==> src/rtl/preemptive_priority_scheduler_assert.svh <==
// ----------------------------------------------------------------------------
// preemptive priority scheduler assertion macros
// concurrent checks on the scheduler's control logic, sampled on clock
// ----------------------------------------------------------------------------
`ifndef PREEMPTIVE_PRIORITY_SCHEDULER_ASSERT_SVH
`define PREEMPTIVE_PRIORITY_SCHEDULER_ASSERT_SVH

// same-cycle implication
`define PPS_ASSERT_NOW(label, ante, cons, msg) \
   label: assert property (@(posedge clock) disable iff (reset) (ante) |-> (cons)) \
      else $error(msg);

// next-cycle implication
`define PPS_ASSERT_NEXT(label, ante, cons, msg) \
   label: assert property (@(posedge clock) disable iff (reset) (ante) |=> (cons)) \
      else $error(msg);

`endif

==> src/rtl/pps_pkg.sv <==
// ----------------------------------------------------------------------------
// pps_pkg
// shared types and constants of the preemptive priority scheduler
// ----------------------------------------------------------------------------
package pps_pkg;

   localparam int QUEUE_DEPTH = 16;
   localparam int IDX_W       = $clog2(QUEUE_DEPTH);
   localparam int COUNT_W     = $clog2(QUEUE_DEPTH + 1);
   localparam int RSP_COUNT_W = 5;

   localparam logic ACT_ARRIVAL  = 1'b0;
   localparam logic ACT_COMPLETE = 1'b1;

   typedef struct packed {
      logic        action;
      logic [15:0] timestamp;
      logic [7:0]  task_id;
      logic [15:0] task_arrival;
      logic [15:0] task_burst;
      logic [7:0]  task_priority;
   } req_type;

   typedef struct packed {
      logic [7:0]             run_id;
      logic [7:0]             run_priority;
      logic [15:0]            run_arrival;
      logic [15:0]            run_start;
      logic [15:0]            run_end;
      logic [15:0]            run_remaining;
      logic [RSP_COUNT_W-1:0] ready_count;
      logic                   dropped;
   } rsp_type;

   typedef struct packed {
      logic [15:0] remaining;
      logic [15:0] burst;
      logic [15:0] arrival;
      logic [7:0]  prio;
      logic [7:0]  id;
   } entry_type;

   typedef struct packed {
      logic      push;
      logic      pop;
      entry_type entry;
   } queue_cmd_type;

   typedef struct packed {
      logic               busy;
      logic               done;
      entry_type          entry;
      logic [COUNT_W-1:0] count;
   } queue_stat_type;

   typedef enum logic [1:0] {
      ST_IDLE,
      ST_EXEC,
      ST_POP,
      ST_EMIT
   } top_state_type;

   typedef enum logic [1:0] {
      QS_IDLE,
      QS_SCAN,
      QS_SHIFT,
      QS_DONE
   } queue_state_type;

endpackage

==> src/rtl/pps_queue.sv <==
// ----------------------------------------------------------------------------
// pps_queue
// ready queue in a synchronous memory: append, minimum scan and compaction
// ----------------------------------------------------------------------------
module pps_queue (
   input  logic                  clock,
   input  logic                  reset,
   input  pps_pkg::queue_cmd_type cmd,
   output pps_pkg::queue_stat_type stat
);
   import pps_pkg::*;

   entry_type          mem [QUEUE_DEPTH];
   entry_type          rd_data_ff;
   queue_state_type    state_ff, state_in;
   logic [COUNT_W-1:0] size_ff, size_in;
   logic [COUNT_W-1:0] issue_ff, issue_in;
   logic               rd_valid_ff, rd_valid_in;
   logic [IDX_W-1:0]   rd_pos_ff, rd_pos_in;
   logic [IDX_W-1:0]   best_idx_ff, best_idx_in;
   entry_type          best_ff, best_in;
   logic               rd_en;
   logic               wr_en;
   logic [IDX_W-1:0]   wr_addr;
   entry_type          wr_data;
   logic               issue_more;
   logic               scan_last;
   logic               take;

   assign issue_more = (issue_ff < size_ff);
   assign scan_last  = rd_valid_ff && (rd_pos_ff == IDX_W'(size_ff - 1'b1));

   always_comb begin
      state_in = state_ff;
      case (state_ff)
         QS_IDLE: begin
            if (cmd.pop) begin
               state_in = QS_SCAN;
            end
         end
         QS_SCAN: begin
            if (scan_last) begin
               state_in = QS_SHIFT;
            end
         end
         QS_SHIFT: begin
            if (!issue_more && !rd_valid_ff) begin
               state_in = QS_DONE;
            end
         end
         QS_DONE: begin
            state_in = QS_IDLE;
         end
         default: begin
            state_in = QS_IDLE;
         end
      endcase
   end

   always_comb begin
      issue_in    = issue_ff;
      size_in     = size_ff;
      best_in     = best_ff;
      best_idx_in = best_idx_ff;
      rd_en       = 1'b0;
      rd_valid_in = 1'b0;
      rd_pos_in   = IDX_W'(issue_ff);
      wr_en       = 1'b0;
      wr_addr     = IDX_W'(size_ff);
      wr_data     = cmd.entry;
      take        = 1'b0;
      case (state_ff)
         QS_IDLE: begin
            issue_in = '0;
            if (cmd.push) begin
               wr_en   = 1'b1;
               size_in = size_ff + 1'b1;
            end
         end
         QS_SCAN: begin
            if (issue_more) begin
               rd_en       = 1'b1;
               rd_valid_in = 1'b1;
               issue_in    = issue_ff + 1'b1;
            end
            take = rd_valid_ff &&
                   ((rd_pos_ff == '0) || (rd_data_ff.prio < best_ff.prio));
            if (take) begin
               best_in     = rd_data_ff;
               best_idx_in = rd_pos_ff;
            end
            if (scan_last) begin
               issue_in = COUNT_W'(best_idx_in) + 1'b1;
            end
         end
         QS_SHIFT: begin
            if (issue_more) begin
               rd_en       = 1'b1;
               rd_valid_in = 1'b1;
               issue_in    = issue_ff + 1'b1;
            end
            if (rd_valid_ff) begin
               wr_en   = 1'b1;
               wr_addr = rd_pos_ff - 1'b1;
               wr_data = rd_data_ff;
            end
            if (!issue_more && !rd_valid_ff) begin
               size_in = size_ff - 1'b1;
            end
         end
         QS_DONE: begin
            issue_in = '0;
         end
         default: begin
            issue_in = '0;
         end
      endcase
      stat.busy  = (state_ff != QS_IDLE);
      stat.done  = (state_ff == QS_DONE);
      stat.entry = best_ff;
      stat.count = size_ff;
   end

   // queue storage
   always_ff @(posedge clock) begin
      if (wr_en) begin
         mem[wr_addr] <= wr_data;
      end
   end

   always_ff @(posedge clock) begin
      if (rd_en) begin
         rd_data_ff <= mem[IDX_W'(issue_ff)];
      end
   end

   always_ff @(posedge clock) begin
      if (reset) begin
         state_ff    <= QS_IDLE;
         size_ff     <= '0;
         issue_ff    <= '0;
         rd_valid_ff <= 1'b0;
      end else begin
         state_ff    <= state_in;
         size_ff     <= size_in;
         issue_ff    <= issue_in;
         rd_valid_ff <= rd_valid_in;
      end
   end

   always_ff @(posedge clock) begin
      rd_pos_ff   <= rd_pos_in;
      best_ff     <= best_in;
      best_idx_ff <= best_idx_in;
   end

endmodule

==> src/rtl/preemptive_priority_scheduler.sv <==
// ----------------------------------------------------------------------------
// preemptive_priority_scheduler
// running task register and memory-based ready queue with preemption
//
//   channel   direction  ports                           payload
//   req       in         req_valid, req_ready, req_word  pps_pkg::req_type
//   rsp       out        rsp_valid, rsp_ready, rsp_word  pps_pkg::rsp_type
//
// an arrival's result word is registered in the execute state; next word in idle
// a completion with queued tasks does one memory read a cycle for the minimum
//   scan, then one move a cycle to close the gap
// reset clears the running task and the queue count; no clearing pass
// a new word is taken while a result waits; work stalls until rsp frees
// ----------------------------------------------------------------------------
module preemptive_priority_scheduler (
   input  logic             clock,
   input  logic             reset,
   input  logic             req_valid,
   output logic             req_ready,
   input  pps_pkg::req_type req_word,
   output logic             rsp_valid,
   input  logic             rsp_ready,
   output pps_pkg::rsp_type rsp_word
);
   import pps_pkg::*;

   `include "preemptive_priority_scheduler_assert.svh"

   top_state_type  state_ff, state_in;
   req_type        item_ff;
   entry_type      cur_ff, cur_in;
   logic [15:0]    start_ff, start_in;
   rsp_type        rsp_ff, rsp_in;
   logic           rsp_valid_ff, rsp_valid_in;
   queue_cmd_type  q_cmd;
   queue_stat_type q_stat;
   logic           slot_free;
   logic           q_full;
   logic [15:0]    elapsed;
   logic [15:0]    charged;
   logic           load;
   logic           dropped;
   logic [COUNT_W-1:0] count_out;
   entry_type      new_task;

   pps_queue u_queue (
      .clock (clock),
      .reset (reset),
      .cmd   (q_cmd),
      .stat  (q_stat)
   );

   assign slot_free = !rsp_valid_ff || rsp_ready;
   assign q_full    = (q_stat.count == COUNT_W'(QUEUE_DEPTH));
   assign elapsed   = item_ff.timestamp - start_ff;
   assign charged   = (cur_ff.remaining > elapsed) ? (cur_ff.remaining - elapsed) : 16'd0;
   assign new_task  = '{remaining: item_ff.task_burst, burst: item_ff.task_burst,
                        arrival: item_ff.task_arrival, prio: item_ff.task_priority,
                        id: item_ff.task_id};

   always_comb begin
      state_in = state_ff;
      case (state_ff)
         ST_IDLE: begin
            if (req_valid) begin
               state_in = ST_EXEC;
            end
         end
         ST_EXEC: begin
            if ((item_ff.action == ACT_COMPLETE) && (q_stat.count != '0)) begin
               state_in = ST_POP;
            end else if (slot_free) begin
               state_in = ST_IDLE;
            end
         end
         ST_POP: begin
            if (q_stat.done) begin
               state_in = ST_EMIT;
            end
         end
         ST_EMIT: begin
            if (slot_free) begin
               state_in = ST_IDLE;
            end
         end
         default: begin
            state_in = ST_IDLE;
         end
      endcase
   end

   always_comb begin
      req_ready   = (state_ff == ST_IDLE);
      cur_in      = cur_ff;
      start_in    = start_ff;
      q_cmd       = '0;
      q_cmd.entry = new_task;
      load        = 1'b0;
      dropped     = 1'b0;
      count_out   = q_stat.count;
      case (state_ff)
         ST_EXEC: begin
            if (item_ff.action == ACT_ARRIVAL) begin
               if (slot_free) begin
                  load = 1'b1;
                  if (item_ff.task_id == '0) begin
                     cur_in = cur_ff;
                  end else if (cur_ff.id == '0) begin
                     cur_in   = new_task;
                     start_in = item_ff.timestamp;
                  end else if (q_full) begin
                     dropped = 1'b1;
                  end else if (item_ff.task_priority >= cur_ff.prio) begin
                     q_cmd.push = 1'b1;
                     count_out  = q_stat.count + 1'b1;
                  end else begin
                     q_cmd.push            = 1'b1;
                     q_cmd.entry           = cur_ff;
                     q_cmd.entry.remaining = charged;
                     count_out             = q_stat.count + 1'b1;
                     cur_in                = new_task;
                     start_in              = item_ff.timestamp;
                  end
               end
            end else if (q_stat.count != '0) begin
               q_cmd.pop = 1'b1;
            end else if (slot_free) begin
               load     = 1'b1;
               cur_in   = '0;
               start_in = '0;
            end
         end
         ST_EMIT: begin
            if (slot_free) begin
               load     = 1'b1;
               cur_in   = q_stat.entry;
               start_in = item_ff.timestamp;
            end
         end
         default: begin
            load = 1'b0;
         end
      endcase
      rsp_in               = rsp_ff;
      if (load) begin
         rsp_in.run_id        = cur_in.id;
         rsp_in.run_priority  = cur_in.prio;
         rsp_in.run_arrival   = cur_in.arrival;
         rsp_in.run_start     = start_in;
         rsp_in.run_end       = start_in + cur_in.remaining;
         rsp_in.run_remaining = cur_in.remaining;
         rsp_in.ready_count   = RSP_COUNT_W'(count_out);
         rsp_in.dropped       = dropped;
      end
      rsp_valid_in = load || (rsp_valid_ff && !rsp_ready);
   end

   always_ff @(posedge clock) begin
      if (reset) begin
         state_ff     <= ST_IDLE;
         cur_ff       <= '0;
         start_ff     <= '0;
         rsp_valid_ff <= 1'b0;
      end else begin
         state_ff     <= state_in;
         cur_ff       <= cur_in;
         start_ff     <= start_in;
         rsp_valid_ff <= rsp_valid_in;
      end
   end

   always_ff @(posedge clock) begin
      if (req_valid && req_ready) begin
         item_ff <= req_word;
      end
      rsp_ff <= rsp_in;
   end

   assign rsp_valid = rsp_valid_ff;
   assign rsp_word  = rsp_ff;

   `PPS_ASSERT_NOW(a_count_bound, 1'b1, q_stat.count <= COUNT_W'(QUEUE_DEPTH),
      "ready queue count beyond depth")
   `PPS_ASSERT_NOW(a_queue_busy_pop, q_stat.busy, state_ff == ST_POP,
      "queue sequencer busy outside pop wait")
   `PPS_ASSERT_NOW(a_drop_full, load && dropped, q_full && (cur_ff.id != '0),
      "drop flagged without full queue")
   `PPS_ASSERT_NEXT(a_pop_nonempty, q_cmd.pop, q_stat.busy && (state_ff == ST_POP),
      "pop issued without sequencer start")

endmodule

==> config.mk <==
export PLATFORM = sky130hd
export DESIGN_NAME = preemptive_priority_scheduler
export DESIGN_NICKNAME = d
export VERILOG_FILES = /design/src/rtl/pps_pkg.sv /design/src/rtl/pps_queue.sv /design/src/rtl/preemptive_priority_scheduler.sv
export VERILOG_INCLUDE_DIRS = /design/src /design/src/rtl
export SDC_FILE = /design/constraint.sdc
export NUM_CORES = 1
export LEC_CHECK = 0
export BUFFER_PORTS_ARGS = -buffer_cell sky130_fd_sc_hd__buf_2
export CELL_PAD_IN_SITES_DETAIL_PLACEMENT = 0
export CELL_PAD_IN_SITES_GLOBAL_PLACEMENT = 1
export CORE_MARGIN = 5
export CORE_UTILIZATION = 54
export CTS_CLUSTER_SIZE = 28
export DETAILED_ROUTE_END_ITERATION = 12
export GPL_TIMING_DRIVEN = 0
export PLACE_DENSITY_LB_ADDON = 0.25
export SKIP_LAST_GASP = 1
export SLEW_MARGIN = 20
export SYNTH_ARGS = -nofsm -noshare
export SYNTH_HDL_FRONTEND = slang
export SYNTH_SLANG_ARGS = --single-unit
==> constraint.sdc <==
create_clock -name clock -period 6.15 [get_ports clock]
set_input_delay 0.3075 -clock clock [delete_from_list [all_inputs] [get_ports clock]]
set_output_delay 0.3075 -clock clock [all_outputs]
set_load 0.1 [all_outputs]
== Word-level counts from Yosys, hierarchy flattened ==
Memory sizes are Yosys's and may differ from the RTL's. A register that Yosys moved wholly into a read port is not among the register bits.
Index checks and enable logic that the tools add are counted.

* Add/sub/neg operators: 8
* Magnitude comparators: 4
* Equal/unequal tests: 21
* Muxes and demuxes: 74
* Bitwise gates (word level): 2
* Reduce and logical (&&, ||, !) cells: 29

{| class="wikitable"
|+ Operator list
! operator !! number
|-
| 64-bit 2-to-1 mux || 17
|-
| 16-bit 2-to-1 mux || 10
|-
| 64-bit one-hot mux with 2 select lines || 1
|-
| 66-bit 2-to-1 mux || 1
|-
| 5-bit 2-to-1 mux || 10
|-
| 16-bit one-hot mux with 2 select lines || 1
|-
| 16-bit subtractor || 2
|-
| 1-bit 2-to-1 mux || 17
|-
| 16-bit adder || 1
|-
| 16-bit greater-than comparator || 1
|-
| 8-bit zero test || 2
|-
| 4-bit 2-to-1 mux || 4
|-
| 2-bit one-hot mux with 4 select lines || 2
|-
| 5-bit one-hot mux with 3 select lines || 1
|-
| 2-bit 2-to-1 mux || 7
|-
| 3-bit inequality test (second input constant) || 4
|-
| 5-bit by 1-bit adder with 5-bit output (second input constant) || 2
|-
| 2-bit inequality test (second input constant) || 5
|-
| 5-bit one-hot mux with 2 select lines || 1
|-
| 2-bit equality test (second input constant) || 4
|-
| 8-bit >= comparator || 1
|-
| 8-bit < comparator || 1
|-
| 4-bit inequality test (second input constant) || 2
|-
| 8-bit AND reduction || 1
|-
| other kinds (21) || 40
|}

* Register bits after elaboration: 319
* Memory bits (writable): 1024
* Memories: 1

{| class="wikitable"
|+ Memory list
! memory !! words !! width !! read ports !! clocked after Yosys merged registers in !! write ports !! line !! source
|-
| u_queue.mem || 16 || 64 || 1 || 1 || 1 || pps_queue.sv:13 || <nowiki>entry_type mem [QUEUE_DEPTH];</nowiki>
|}

== Logic depth before layout (Yosys ltp) ==
* Depth after elaboration: 14
* Mapped depth: 22
* Depth with buffers taken out: 20

== Cells and area by module ==
From an unflattened synthesis, not the netlist that was laid out.

* Cells, all modules: 2939
* Area total of the unflattened synthesis: 56116.3 um^2

{| class="wikitable"
|+ By module, submodules not included
! module !! instances !! cells each !! area each (um^2) !! sequential area each (um^2)
|-
| pps_queue || 1 || 1823 || 44585.3 || 35053.6
|-
| preemptive_priority_scheduler || 1 || 1116 || 11531.1 || 6195.9
|}

== Worst setup path before layout ==
No wires, ideal clock.

* Path kind: flip-flop to flip-flop
* From: register rsp_valid_ff (netlist: rsp_valid)
* To: register rsp_ff (netlist bit rsp_word[0]), enable pin
* Data arrival time: 4893 ps
* Path slack: 726 ps
* Cell stages (with the launch flop): 5
* Path through: dfxtp_1 nand2b_1 clkbuf_1 nand2_1 nor2_1

* Longest elaborated chain between the ends: 6

{| class="wikitable"
|+ Ends and longest elaborated chain
! element !! line !! source
|-
| start: declaration || preemptive_priority_scheduler.sv:34 || <nowiki>logic rsp_valid_ff, rsp_valid_in;</nowiki>
|-
| start signal: assignment || preemptive_priority_scheduler.sv:168 || <nowiki>rsp_valid_ff <= rsp_valid_in;</nowiki>
|-
| 1-bit zero test (*) || preemptive_priority_scheduler.sv:53 || <nowiki>assign slot_free = !rsp_valid_ff || rsp_ready;</nowiki>
|-
| 1-bit logical OR (*) || preemptive_priority_scheduler.sv:53 ||
|-
| 1-bit 2-to-1 mux (*) || preemptive_priority_scheduler.sv:104, preemptive_priority_scheduler.sv:127, preemptive_priority_scheduler.sv:134 ||
|-
| 1-bit 2-to-1 mux || preemptive_priority_scheduler.sv:125 || <nowiki>end else if (q_stat.count != '0) begin</nowiki>
|-
| 1-bit 2-to-1 mux || preemptive_priority_scheduler.sv:103 || <nowiki>if (item_ff.action == ACT_ARRIVAL) begin</nowiki>
|-
| 1-bit one-hot mux with 2 select lines (*) || preemptive_priority_scheduler.sv:101 || <nowiki>case (state_ff)</nowiki>
|-
| via load || preemptive_priority_scheduler.sv:41 || <nowiki>logic load;</nowiki>
|-
| end signal: assignment || preemptive_priority_scheduler.sv:176 || <nowiki>rsp_ff <= rsp_in;</nowiki>
|-
| end: declaration || preemptive_priority_scheduler.sv:33 || <nowiki>rsp_type rsp_ff, rsp_in;</nowiki>
|}

Mark *: on every way through the listed nets, which the timed path passes. The rest lies on a longest branch.
A chain may end at the register's enable or synchronous reset.

==> impl_metrics.ini <==
[timing]
fin_setup_tns_ns = 0
drv_slew = 0
worst_hold_slack_ns = 0.0334
setup_violations = 0
max_slew_margin_pct = 21.4
post-route-min-period_ns = 5.84
hold_viol = 0
post-route-period-util_pct = 94.9
max_freq_mhz = 171
worst_slew_pin_slew_ns = 1.17
finalClockSkew_ns = 0.0450
setup_ws_ns = 0.313

[cts]
cts_buffers = 109
clock_sinks = 1103
cts_buffer_depth = 3
cts_tree = done
clkLatencyLatePin_ns = 0.70
clk_pin_slew_ns = 0.06
htree_levels = 3
root_buffer = clkbuf_16

[critical_path]
crit_required_ns = 6.56
rr_startpoint = item_ff[7]$_DFFE_PP_
worstReg2RegEnd = rsp_word[36]$_DFFE_PP_
crit_fanout = 10
worstSetupStartpointType = flip-flop
worstSetupStartpoint = item_ff[7]$_DFFE_PP_
critPathKind = reg -> reg
r2r_slack_ns = 0.31
cpPeakStageDelay_ns = 0.49
crit_end = rsp_word[36]$_DFFE_PP_
worstRegToRegCells = 20
path_cells = ha_1 > and3_1 > nor2b_1 > a41oi_1 > a21o_1 > o311ai_4 > clkbuf_2 > a222oi_1 > buf_4 > inv_1 > ha_1 > fa_1 > a21o_1 > a21oi_1 > nand2b_1 > a21oi_1 > nor3_1 > o21ai_0 > o41ai_1 > xnor2_1
worstSetupEndpointType = flip-flop
crit_slowest_cell = a41oi_1
cp_data_arrival_time_ns = 6.24

[floorplanning]
num_rows = 105
io_pins = 157
coreArea_um2 = 81800
start_util_pct = 54.4
die-area_um2 = 88200
die_h_um = 297
die_w_um = 297

[synthesis]
yosysTopAreaCell = edfxtp_1
synth_top_area_share_pct = 68.8
synthDistinctLibCells = 74
async_flop_share_pct = 0
yosys-top-cells-count = edfxtp_1, mux4_2, nor2_1, inv_1, nand2_1
yosys.cell_count.top_type = edfxtp_1
ys_ff_latch = 1103
syn_nets = 2609
synth_cells = 2462
syn_area_um2 = 44500
synth-edff-count = 1019
ys_warn_count = 0
ys.flop_type = edfxtp_1
netlist_top_cells_area = edfxtp_1, mux4_2, dfxtp_1
yosysSeqAreaShare_pct = 72.6
syn_area_per_cell_um2 = 18.1

[placement]
hpwl_mm = 78.2
io_buffers = 155
gp_congestion = 0.893
pre_cts_ws_ns = -0.258

[pwr]
p_sw_share_pct = 27.9
power_switching_mw = 5.15
p_int_mw = 13.3
p_total_mw = 18.5
power_frac_comb_pct = 16.1
p_clk_share_pct = 36.5
seqPwrFrac_pct = 47.4
powerDensity_nw_per_um2 = 349
leakage_nw = 17.7
vdd_drop_max_v = 0.000248

[finish]
nFillCells = 5466
n_antenna_cell = 0
nets = 3000
syn2layout_area_growth_pct = 18.9
multi_input_area_um2 = 11800
drive_gt1_share_pct = 25.3
seqCellArea_um2 = 32300
utilization_pct = 64.6

[routing]
wl_mm = 119
antenna_left = 0
drtIter0Drc = 3329
drc = 0
via_per_inst = 6.35
dr.pass1.iters = 7
vias = 25500
wl_per_cell_um = 29.6

[grt]
grt_pass1_wl_mm = 173
first_global_vias = 25800
overflow = 0
antenna_found_initial = 1
groute.usage.overall_pct = 26.7
grt_start_max_net_pins = 42

[outcome]
status = finished clean

[worst_hold_path]
hold_class = in -> reg

[flow_run]
max_cap_viol_count = 0
[power groups by stage]
stage / Sequential [mW] / Clock (mW) / Combinational [mW]
global route: 8.79 / 7.15 / 3.16
finish: 8.77 / 6.74 / 2.98
floorplan: 9.66 / 0 / 1.37
global placement: 8.96 / 0 / 2.72
CTS: 8.77 / 6.81 / 2.93
detailed placement: 8.92 / 0 / 2.87
[cells in the final DEF (no fill, tap or decap), types with 42 or more instances in the layout]
master,netlist,final
edfxtp_1,1019,1019
mux4_2,240,240
buf_2,6,164
nor2_1,160,142
clkbuf_16,0,111
inv_1,108,108
clkbuf_1,94,103
nand2_1,96,96
dfxtp_1,84,84
ha_1,75,75
a21oi_1,92,68
dlygate4sd3_1,0,65
o21ai_0,48,48
a222oi_1,45,45
buf_16,0,42
[sequential cells by signal, summed over array words and instances, names as in the netlist, 4 cells and up]
register and count:
u_queue.mem 768, rsp_word 86, item_ff 65, cur_ff 48, u_queue.rd_data_ff 48, u_queue.stat 48
start_ff 16, u_queue.issue_ff 5, u_queue.size_ff 5, u_queue.best_idx_ff 4, u_queue.rd_pos_ff 4
[stage by stage]
step / area [um^2] / instances
4_1_cts: 52600 / 4016
3_5_place_dp: 48200 / 3743
3_3_place_gp: 46600 / 3687
5_1_grt: 52900 / 4020
6_report: 52900 / 4020
2_1_floorplan: 44500 / 2462
[routing by layer]
layer / GRT usage (%) / vias up / share of wire [%]
met1: 37.5 / 13100 / 39
met5: 0 / - / 0
met2: 43.5 / 1529 / 48
met3: 5.29 / 206 / 10
li1: - / 10700 / -
met4: 7.59 / 0 / 2.7
[critical path, delay by kind of cell (launching register included)]
family | cells | cell delay (ns)
AOI/OAI and AO/OA | 9 | 2.46
adders and majority gates | 3 | 1.06
and+or+nand+nor | 4 | 0.83
buffers and inverters | 3 | 0.62
DFF | 1 | 0.48
xor gates and xnor gates | 1 | 0.13
[worst min path at each step]
stage / slack (ns) / start / endpoint / depth (start not counted)
4_1_cts: 0.01 / req_valid / state_ff[0]$_SDFFE_PP0P_ / 3
6_report: 0.03 / req_valid / state_ff[0]$_SDFFE_PP0P_ / 3
3_5_place_dp: 0.37 / u_queue.issue_ff[0]$_SDFF_PP0_ / u_queue.rd_pos_ff[0]$_DFF_P_ / 0
3_3_place_gp: 0.37 / u_queue.issue_ff[0]$_SDFF_PP0_ / u_queue.rd_pos_ff[0]$_DFF_P_ / 0
5_1_grt: 0.07 / req_valid / state_ff[0]$_SDFFE_PP0P_ / 3
2_1_floorplan: 0.35 / u_queue.issue_ff[2]$_SDFF_PP0_ / u_queue.rd_pos_ff[2]$_DFF_P_ / 0
[repair_timing]
action | in CTS | in global routing
pin swaps | 1 | 5
hold buffers | 65 | 0
hold endpoints to repair | 65 | 0
gates resized for setup | 12 | 23
setup endpoints to repair | 177 | 259
buffers inserted | 0 | 4
[cells by family after synthesis]
group | after synthesis | share of synthesized area [%]
XOR/XNOR | 57 | 1.12
AND/OR/NAND/NOR | 399 | 4.21
multiplexers | 264 | 12.7
flip-flops | 1103 | 72.6
buffers and inverters | 227 | 1.96
AO/OA/AOI/OAI | 334 | 5.20
adder cells (fa/ha/maj) | 78 | 2.24
[cell type report]
type | instances | share of cell area (%)
inverter | 109 | 0.774
sequential | 1103 | 61.0
clock inverter | 60 | 1.13
clock buffer | 148 | 5.78
tap | 1070 | 2.53
buffer | 118 | 0.927
timing repair buffer | 280 | 5.47
multi-input combinational | 1132 | 22.4
(Power assumes the default switching activity.)
